### src/sv/assert_macros.svh
// Assertion macros shared by the color mixer RTL.
// No dependencies; every macro disables itself while reset is low.
`ifndef ASSERT_MACROS_SVH
`define ASSERT_MACROS_SVH

// Same-cycle implication.
`define ASSERT_IMPL(name, clk, rst_n, pre, post) \
    name: assert property (@(posedge clk) disable iff (!rst_n) (pre) |-> (post)) \
        else $error("assertion failed");

// Next-cycle implication.
`define ASSERT_NEXT(name, clk, rst_n, pre, post) \
    name: assert property (@(posedge clk) disable iff (!rst_n) (pre) |=> (post)) \
        else $error("assertion failed");

`endif

### src/sv/rcm_pkg.sv
// Package for the RGB color mix accumulator: widths, mode and func codes,
// and the accumulator control struct. No dependencies.
`timescale 1ns / 1ps

package rcm_pkg;

    localparam int SUM_WIDTH   = 24;
    localparam int COUNT_WIDTH = 16;
    localparam int CHAN_W      = 8;
    localparam int MODE_W      = 3;
    localparam int FUNC_W      = 2;
    localparam int NUM_CHAN    = 3;
    localparam int DIVD_W      = SUM_WIDTH + CHAN_W;
    localparam int DIVS_W      = (SUM_WIDTH + 2 > COUNT_WIDTH) ? SUM_WIDTH + 2 : COUNT_WIDTH;
    localparam int CMP_W       = ((SUM_WIDTH > COUNT_WIDTH) ? SUM_WIDTH : COUNT_WIDTH) + CHAN_W;
    localparam int STEP_W      = $clog2(CHAN_W);

    localparam logic [MODE_W-1:0] MODE_CAP  = 3'd0;
    localparam logic [MODE_W-1:0] MODE_MAX  = 3'd1;
    localparam logic [MODE_W-1:0] MODE_NORM = 3'd2;
    localparam logic [MODE_W-1:0] MODE_OVER = 3'd3;
    localparam logic [MODE_W-1:0] MODE_AVG  = 3'd4;

    localparam logic [FUNC_W-1:0] FUNC_ADD = 2'd0;
    localparam logic [FUNC_W-1:0] FUNC_UPD = 2'd1;
    localparam logic [FUNC_W-1:0] FUNC_CLR = 2'd2;

    typedef logic [SUM_WIDTH-1:0] t_sum;
    typedef logic [DIVD_W-1:0]    t_dvd;
    typedef logic [DIVS_W-1:0]    t_dvs;
    typedef logic [CMP_W-1:0]     t_cmp;

    typedef struct packed {
        logic              add;
        logic              clr;
        logic              upd;
        logic [MODE_W-1:0] mode;
    } t_acc_ctrl;

    function automatic logic is_norm(input logic [MODE_W-1:0] mode);
        return mode inside {MODE_MAX, MODE_NORM, MODE_OVER};
    endfunction

endpackage

### src/sv/rcm_div.sv
// Bit-serial restoring divider lane: one quotient bit per step, 8-bit quotient.
// Depends on rcm_pkg. Requires dividend < divisor * 256 for a valid quotient.
`timescale 1ns / 1ps

module rcm_div import rcm_pkg::*; (
    input  logic              i_clk,
    input  logic              i_load,
    input  logic              i_step,
    input  logic [DIVD_W-1:0] i_dividend,
    input  logic [DIVS_W-1:0] i_divisor,
    output logic [CHAN_W-1:0] o_quot
);

    logic [DIVS_W-1:0] r_rem;
    logic [DIVS_W-1:0] r_dvs;
    logic [CHAN_W-1:0] r_lo;
    logic [CHAN_W-1:0] r_quot;
    logic [DIVS_W:0]   w_trial;
    logic [DIVS_W:0]   w_diff;
    logic              w_ge;

    assign w_trial = {r_rem, r_lo[CHAN_W-1]};
    assign w_ge    = w_trial >= {1'b0, r_dvs};
    assign w_diff  = w_trial - {1'b0, r_dvs};

    always_ff @(posedge i_clk) begin
        if (i_load) begin
            r_rem  <= t_dvs'(i_dividend[DIVD_W-1:CHAN_W]);
            r_lo   <= i_dividend[CHAN_W-1:0];
            r_dvs  <= i_divisor;
            r_quot <= '0;
        end else if (i_step) begin
            r_rem  <= w_ge ? w_diff[DIVS_W-1:0] : w_trial[DIVS_W-1:0];
            r_lo   <= {r_lo[CHAN_W-2:0], 1'b0};
            r_quot <= {r_quot[CHAN_W-2:0], w_ge};
        end
    end

    assign o_quot = r_quot;

endmodule

### src/sv/rcm_acc.sv
// Channel accumulators, add count and pending flag of the color mixer.
// Depends on rcm_pkg and assert_macros.svh.
`timescale 1ns / 1ps
`include "assert_macros.svh"

module rcm_acc import rcm_pkg::*; (
    input  logic                   i_clk,
    input  logic                   i_rst_n,
    input  t_acc_ctrl              i_ctrl,
    input  logic [CHAN_W-1:0]      i_red,
    input  logic [CHAN_W-1:0]      i_green,
    input  logic [CHAN_W-1:0]      i_blue,
    output logic [SUM_WIDTH-1:0]   o_red_sum,
    output logic [SUM_WIDTH-1:0]   o_green_sum,
    output logic [SUM_WIDTH-1:0]   o_blue_sum,
    output logic [COUNT_WIDTH-1:0] o_count,
    output logic                   o_pending
);

    logic [SUM_WIDTH-1:0]   r_red_sum, r_green_sum, r_blue_sum;
    logic [COUNT_WIDTH-1:0] r_count;
    logic                   r_pending;

    function automatic t_sum next_sum(input t_sum sum, input logic [CHAN_W-1:0] c,
                                      input logic [MODE_W-1:0] mode);
        logic [SUM_WIDTH:0] s;
        t_sum               ce;
        ce = t_sum'(c);
        s  = {1'b0, sum} + {1'b0, ce};
        case (mode)
            MODE_MAX:  return (ce > sum) ? ce : sum;
            MODE_OVER: return ce;
            default:   return s[SUM_WIDTH] ? '1 : s[SUM_WIDTH-1:0];
        endcase
    endfunction

    always_ff @(posedge i_clk) begin
        if (!i_rst_n || i_ctrl.clr) begin
            r_red_sum   <= '0;
            r_green_sum <= '0;
            r_blue_sum  <= '0;
            r_count     <= '0;
            r_pending   <= 1'b0;
        end else if (i_ctrl.add) begin
            r_red_sum   <= next_sum(r_red_sum, i_red, i_ctrl.mode);
            r_green_sum <= next_sum(r_green_sum, i_green, i_ctrl.mode);
            r_blue_sum  <= next_sum(r_blue_sum, i_blue, i_ctrl.mode);
            r_pending   <= 1'b1;
            if (i_ctrl.mode == MODE_AVG && r_count != '1) begin
                r_count <= r_count + 1'b1;
            end
        end else if (i_ctrl.upd) begin
            r_pending <= 1'b0;
        end
    end

    assign o_red_sum   = r_red_sum;
    assign o_green_sum = r_green_sum;
    assign o_blue_sum  = r_blue_sum;
    assign o_count     = r_count;
    assign o_pending   = r_pending;

    `ASSERT_NEXT(a_clr_zero, i_clk, i_rst_n, i_ctrl.clr, r_count == '0 && !r_pending && r_red_sum == '0)
    `ASSERT_NEXT(a_cnt_avg_only, i_clk, i_rst_n, i_ctrl.mode != MODE_AVG && !i_ctrl.clr, r_count == $past(r_count))

endmodule

### src/sv/rgb_color_mix_accumulator.sv
// RGB color mix accumulator. An update beat with adds pending runs three
// bit-serial divider lanes in parallel, one quotient bit per cycle, and goes
// from acceptance through the divide steps, a finish step and an output load,
// which waits for a free output register; an update with nothing pending goes
// straight to the output load and repeats the held color. One beat is in flight
// at a time: the input is ready only when the sequencer is idle, while a finished
// result may wait in the output register. The mode register is written through
// its own channel, always ready, and must only change while the block is idle.
`timescale 1ns / 1ps
`include "assert_macros.svh"

module rgb_color_mix_accumulator import rcm_pkg::*; (
    input  logic              i_clk,
    input  logic              i_rst_n,
    input  logic              i_cfg_valid,
    output logic              o_cfg_ready,
    input  logic [MODE_W-1:0] i_cfg_mix_mode,
    input  logic              i_in_valid,
    output logic              o_in_ready,
    input  logic [FUNC_W-1:0] i_func,
    input  logic [CHAN_W-1:0] i_red_in,
    input  logic [CHAN_W-1:0] i_green_in,
    input  logic [CHAN_W-1:0] i_blue_in,
    output logic              o_out_valid,
    input  logic              i_out_ready,
    output logic [CHAN_W-1:0] o_red_out,
    output logic [CHAN_W-1:0] o_green_out,
    output logic [CHAN_W-1:0] o_blue_out
);

    localparam logic [1:0] ST_IDLE = 2'd0;
    localparam logic [1:0] ST_DIV  = 2'd1;
    localparam logic [1:0] ST_FIN  = 2'd2;
    localparam logic [1:0] ST_EMIT = 2'd3;

    logic [1:0]             r_state, n_state;
    logic [STEP_W-1:0]      r_step_cnt, n_step_cnt;
    logic [MODE_W-1:0]      r_mix_mode;
    logic                   r_div_zero;
    logic [CHAN_W-1:0]      r_held [NUM_CHAN];
    logic                   r_out_valid;
    logic [CHAN_W-1:0]      r_out [NUM_CHAN];

    t_acc_ctrl              w_ctrl;
    logic                   w_in_acc;
    logic                   w_div_load;
    logic                   w_out_load;
    logic [SUM_WIDTH-1:0]   w_sum [NUM_CHAN];
    logic [COUNT_WIDTH-1:0] w_count;
    logic                   w_pending;
    t_dvs                   w_total;
    t_dvs                   w_divisor;
    t_dvd                   w_dividend [NUM_CHAN];
    logic [CHAN_W-1:0]      w_quot [NUM_CHAN];
    logic [CHAN_W-1:0]      w_fin [NUM_CHAN];

    assign o_cfg_ready = 1'b1;
    assign o_in_ready  = (r_state == ST_IDLE);
    assign w_in_acc    = i_in_valid && o_in_ready;

    assign w_ctrl.add  = w_in_acc && (i_func == FUNC_ADD);
    assign w_ctrl.clr  = w_in_acc && (i_func == FUNC_CLR);
    assign w_ctrl.upd  = w_in_acc && (i_func == FUNC_UPD);
    assign w_ctrl.mode = r_mix_mode;
    assign w_div_load  = w_ctrl.upd && w_pending;
    assign w_out_load  = (r_state == ST_EMIT) && (!r_out_valid || i_out_ready);

    rcm_acc u_acc (
        .i_clk       (i_clk),
        .i_rst_n     (i_rst_n),
        .i_ctrl      (w_ctrl),
        .i_red       (i_red_in),
        .i_green     (i_green_in),
        .i_blue      (i_blue_in),
        .o_red_sum   (w_sum[0]),
        .o_green_sum (w_sum[1]),
        .o_blue_sum  (w_sum[2]),
        .o_count     (w_count),
        .o_pending   (w_pending)
    );

    assign w_total   = t_dvs'(w_sum[0]) + t_dvs'(w_sum[1]) + t_dvs'(w_sum[2]);
    assign w_divisor = is_norm(r_mix_mode) ? w_total : t_dvs'(w_count);

    for (genvar g = 0; g < NUM_CHAN; g++) begin : g_lane
        assign w_dividend[g] = is_norm(r_mix_mode)
                             ? t_dvd'({w_sum[g], {CHAN_W{1'b0}}}) - t_dvd'(w_sum[g])
                             : t_dvd'(w_sum[g]);

        rcm_div u_div (
            .i_clk      (i_clk),
            .i_load     (w_div_load),
            .i_step     (r_state == ST_DIV),
            .i_dividend (w_dividend[g]),
            .i_divisor  (w_divisor),
            .o_quot     (w_quot[g])
        );

        always_comb begin
            if (is_norm(r_mix_mode)) begin
                w_fin[g] = r_div_zero ? '0 : w_quot[g];
            end else if (r_mix_mode == MODE_AVG) begin
                if (r_div_zero) begin
                    w_fin[g] = '0;
                end else if (t_cmp'(w_sum[g]) >= t_cmp'({w_count, {CHAN_W{1'b0}}})) begin
                    w_fin[g] = '1;
                end else begin
                    w_fin[g] = w_quot[g];
                end
            end else begin
                w_fin[g] = (w_sum[g][SUM_WIDTH-1:CHAN_W] != '0) ? '1 : w_sum[g][CHAN_W-1:0];
            end
        end
    end

    always_comb begin
        n_state    = r_state;
        n_step_cnt = r_step_cnt;
        case (r_state)
            ST_IDLE: begin
                if (w_ctrl.upd) begin
                    n_state = w_pending ? ST_DIV : ST_EMIT;
                end
            end
            ST_DIV: begin
                n_step_cnt = r_step_cnt + 1'b1;
                if (r_step_cnt == STEP_W'(CHAN_W - 1)) begin
                    n_state = ST_FIN;
                end
            end
            ST_FIN: begin
                n_state = ST_EMIT;
            end
            ST_EMIT: begin
                if (w_out_load) begin
                    n_state = ST_IDLE;
                end
            end
            default: begin
                n_state = ST_IDLE;
            end
        endcase
    end

    always_ff @(posedge i_clk) begin
        if (!i_rst_n) begin
            r_state     <= ST_IDLE;
            r_step_cnt  <= '0;
            r_mix_mode  <= MODE_CAP;
            r_out_valid <= 1'b0;
            for (int i = 0; i < NUM_CHAN; i++) begin
                r_held[i] <= '0;
            end
        end else begin
            r_state    <= n_state;
            r_step_cnt <= n_step_cnt;
            if (i_cfg_valid) begin
                r_mix_mode <= i_cfg_mix_mode;
            end
            if (r_state == ST_FIN) begin
                for (int i = 0; i < NUM_CHAN; i++) begin
                    r_held[i] <= w_fin[i];
                end
            end
            if (w_out_load) begin
                r_out_valid <= 1'b1;
            end else if (i_out_ready) begin
                r_out_valid <= 1'b0;
            end
        end
    end

    always_ff @(posedge i_clk) begin
        if (w_div_load) begin
            r_div_zero <= (w_divisor == '0);
        end
        if (w_out_load) begin
            for (int i = 0; i < NUM_CHAN; i++) begin
                r_out[i] <= r_held[i];
            end
        end
    end

    assign o_out_valid = r_out_valid;
    assign o_red_out   = r_out[0];
    assign o_green_out = r_out[1];
    assign o_blue_out  = r_out[2];

    `ASSERT_NEXT(a_upd_held_emit, i_clk, i_rst_n, w_ctrl.upd && !w_pending, r_state == ST_EMIT)
    `ASSERT_IMPL(a_cnt_in_div, i_clk, i_rst_n, r_step_cnt != '0, r_state == ST_DIV)
    `ASSERT_IMPL(a_out_from_emit, i_clk, i_rst_n, $rose(r_out_valid), $past(r_state) == ST_EMIT)

endmodule

### config.mk
export PLATFORM = sky130hd
export DESIGN_NAME = rgb_color_mix_accumulator
export DESIGN_NICKNAME = d
export VERILOG_FILES = /design/src/sv/rcm_pkg.sv /design/src/sv/rcm_div.sv /design/src/sv/rcm_acc.sv /design/src/sv/rgb_color_mix_accumulator.sv
export VERILOG_INCLUDE_DIRS = /design/src /design/src/sv
export SDC_FILE = /design/constraint.sdc
export NUM_CORES = 1
export LEC_CHECK = 0
export ABC_AREA = 1
export CAP_MARGIN = 5
export CORE_UTILIZATION = 51
export CTS_CLUSTER_SIZE = 40
export DETAILED_ROUTE_END_ITERATION = 6
export DONT_BUFFER_PORTS = 1
export PLACE_DENSITY_LB_ADDON = 0.2
export SLEW_MARGIN = 20
export SYNTH_ARGS = -nofsm -noshare
export SYNTH_HDL_FRONTEND = slang
export SYNTH_HIERARCHICAL = 1
export SYNTH_SLANG_ARGS = --single-unit
export TNS_END_PERCENT = 10
### constraint.sdc
create_clock -name i_clk -period 24.6 [get_ports i_clk]
set_input_delay 4.92 -clock i_clk [delete_from_list [all_inputs] [get_ports i_clk]]
set_output_delay 4.92 -clock i_clk [all_outputs]
set_load 0.02 [all_outputs]
==> summary.txt <==
Outcome
  • Result of the run: finished clean

Route
  • Routed via count: around 33000
  • Met2 routed wirelength: ~48000 µm
  • WL met3: ~9800 µm
  • Wire length per cell: 18.6 µm
  • DRC violations left: 0
  • Detailed Route WL: ~110000 µm
  • Routed Antenna Nets: 0
  • Drt first-iter violations: around 3400
  • Top layer used by detailed routing: met5
  • DRT met1 WL: approximately 49000 µm
  • Length of the first detailed-routing pass in iterations: 7
  • DR vias/cell: ~5.6

Clock tree
  • Maximum level of the CTS H-tree: 2
  • Clock tree root buffer cell: sky130_fd_sc_hd__clkbuf_16
  • Clock network latency to the later pin of the worst-skew pair: around 600 ps
  • Hold buffer count at CTS: 0
  • CTS clock-pin slew for the worst setup and hold paths: about 60 ps
  • Number of gates resized after CTS: 0
  • Post CTS Setup Buffer Count: 0
  • Clock Sink Count: ~350
  • CTS tree: built
  • Clock buffers created by TritonCTS: 43
  • Number of buffers on the longest clock path: 3

Min path
  • Worst min-delay path category: register to register
  • Number of cells on the worst hold path: 0

Placement
  • Worst setup slack after placement: roughly 17000 ps
  • Port Buffers: 0
  • Last weighted congestion value of the routability-driven placer: slightly above 1
  • Placed Cells: 5895
  • Detailed-placement wirelength estimate: 87200 µm

Worst setup path
  • Slowest cell on the critical path: sky130_fd_sc_hd__buf_4
  • Critical path type: primary input to register
  • CP Launch Type: primary input
  • Cell count of the worst reg-to-reg path: 10
  • Maximum net fanout on the critical path: between 60 and 70
  • Buffers & Inverters on Critical Path: 4
  • Required time at the endpoint of the critical path: around 25000 ps
  • CP Capture Type: register
  • Critical Path Max Stage Delay: approximately 620 ps
  • CP top delay family: buffers and inverters
  • Cell repeated most along the worst path: sky130_fd_sc_hd__nand2_1
  • Cell depth of the worst setup path: 9
  • Crit path DAT: roughly 7400 ps
  • CP Cell Sequence: nand2_1 -> nor4_2 -> buf_4 -> buf_4 -> inv_1 -> o21ai_0 -> inv_1 -> nand2_1 -> nand2_1

Power
  • Power density relative to cell area: approximately 80 nW/µm²
  • Leakage power figure: 17.3 nW
  • Max VDD drop: between 0.05 and 0.06 mV

Global route
  • Number of global-route vias before repair: 30526
  • Global routing usage summed across all routing layers: between 30% and 40%
  • Leftover overflow at the end of global routing: 0
  • Wire length of the first global-routing pass: 171000 µm
  • Number of antenna violations at the first check in global routing: 1
  • Maximum number of pins on one net before global-route repair: 75

STA
  • Setup TNS: 0 ps
  • Clock period minus worst slack: around 7000 ps
  • Smallest setup slack after layout: ~18000 ps
  • Worst-case clock skew: between 30 and 40 ps
  • Hold Violations, Final: 0
  • Number of endpoints failing setup at the final stage: 0
  • Unrepaired setup endpoints after global routing: no
  • Relative slew slack: between 20% and 30%
  • Max Clk Rate: 142 MHz
  • Worst Tran Pin Value: 1190 ps
  • Final worst-path cycle share: about 29%
  • Count of final max-slew check failures: 0

Die
  • Initial cell density of the core: between 50% and 60%
  • Ports placed on the boundary: 61
  • Die height: 258 µm
  • Die boundary width: 258 µm
  • # rows: just over 90
  • Placeable core region: ~65000 µm²
  • Die area: about 66000 µm²

Yosys
  • Fraction of synthesized cell area taken by the top area cell type: between 20 and 25%
  • Number of flops mapped to enable cells by yosys: between 200 and 250
  • Syn_nets: about 5400
  • Average instance area after synthesis: between 6 and 7 µm²
  • Share of flip-flops with an asynchronous set or reset after synthesis: 0%
  • Cell taking the most area after synthesis: sky130_fd_sc_hd__edfxtp_1
  • Cell variety after synth: just over 60
  • Synth Register Bits: 351
  • Cells taking the most area after synthesis: sky130_fd_sc_hd__edfxtp_1 (20%), sky130_fd_sc_hd__nand2_1 (17%), sky130_fd_sc_hd__ha_1 (9.6%)
  • Number of warnings issued by yosys: 6
  • Commonest register cell after synthesis: sky130_fd_sc_hd__edfxtp_1
  • Sequential-to-total area share from yosys stat: between 20% and 30%
  • Most frequent cell after synthesis: sky130_fd_sc_hd__nand2_1
  • Mapped cell area: about 33000 µm²
  • Top cells by instance count after synthesis: sky130_fd_sc_hd__nand2_1 (1532), sky130_fd_sc_hd__inv_1 (793), sky130_fd_sc_hd__nor2_1 (422), sky130_fd_sc_hd__nand3_1 (395), sky130_fd_sc_hd__a21oi_1 (324)
  • Gate Count Post-Synth: approximately 5100

Final layout
  • Final #Nets: 5405
  • Fraction of layout cells with a size suffix above 1: 5.51%
  • Post-layout instance count excluding filler cells: about 6000
  • Layout-stage area growth over the synthesis result: 6.81%

Run
  • Max cap viols: 0
[cell families (layout without fill, tap and decap cells)]
family | Yosys count | after routing | synth area share [%]
and+or+nand+nor | 2704 | 2704 | 35.1
buffers and inverters | 916 | 937 | 10.9
AOI/OAI and AO/OA | 728 | 728 | 11.8
DFF | 351 | 351 | 27.8
adders and majority gates | 286 | 286 | 11.4
xor gates and xnor gates | 113 | 113 | 2.97
other | 1 | 3 | 0.0112
[metal layers]
metal / vias to the layer above / track usage (%)
li1: 16493 / -
met1: 15145 / 46.3
met4: 2 / 13.5
met3: 234 / 4.67
met2: 1355 / 50.7
met5: - / 0
[power breakdown]
group	total (mW)	internal [mW]	switching [mW]	leakage, nW
clock	0.638	0.367	0.271	0.690
combinational	1.38	0.461	0.915	13.4
sequential	0.889	0.789	0.0999	3.22
total	2.90	1.62	1.29	17.3
[per-stage QoR]
| stage | hold WS [ps] | util, % | total power [mW] | area [µm²] |
|---|---|---|---|---|
| final | 419 | 55.2 | 2.90 | 35600 |
| after global routing | 427 | 55.2 | 3.11 | 35600 |
| after CTS | 421 | 55.2 | 2.88 | 35600 |
| after detailed placement | 407 | 53.0 | 2.24 | 34200 |
| after global placement | 403 | 53.0 | 2.22 | 34200 |
| after floorplan | 400 | - | 1.90 | 33400 |
[worst paths after layout]
| kind | start | to | slack, ps |
|---|---|---|---|
| worst max-delay path | i_in_valid | g_lane[0].u_div/r_rem[20] | 17580 |
| worst max register to register | u_acc/o_blue_sum[1] | r_div_zero | 20930 |
| worst min-delay path | r_held[0][14] | r_out[0][14] | 420 |
| worst min register to register | r_held[0][14] | r_out[0][14] | 420 |
[layout by cell type (no fill, tap or decap), types with 84 or more instances in the layout]
cell type / synthesis / layout
sky130_fd_sc_hd__nor2_1: 422 / 420
sky130_fd_sc_hd__edfxtp_1: 223 / 223
sky130_fd_sc_hd__dfxtp_1: 128 / 128
sky130_fd_sc_hd__o21ai_0: 261 / 259
sky130_fd_sc_hd__nand2_1: 1532 / 1532
sky130_fd_sc_hd__ha_1: 255 / 255
sky130_fd_sc_hd__nand3_1: 395 / 395
sky130_fd_sc_hd__inv_1: 793 / 793
sky130_fd_sc_hd__nand4_1: 84 / 84
sky130_fd_sc_hd__a21oi_1: 324 / 323
[registers in the layout (all words and copies together), names as in the netlist]
name	cells
g_lane.u_div/o_quot	24
g_lane.u_div/r_dvs	78
g_lane.u_div/r_lo	24
g_lane.u_div/r_rem	78
o_out_valid	1
r_div_zero	1
r_held	24
r_mix_mode	3
r_out	24
r_state	2
r_step_cnt	3
u_acc/o_blue_sum	24
u_acc/o_count	16
u_acc/o_green_sum	24
u_acc/o_pending	1
u_acc/o_red_sum	24
[final cells by class]
class	count	area [µm²]
fillers	6543	29000
well taps	855	1070
clock buffers	53	1130
inverters	813	3060
repair buffers	44	330
multi-input cells	3832	20500
diodes	2	5.00
clock inverters	27	283
flip-flops and latches	351	9260
Power figures use the tool's default switching activity.
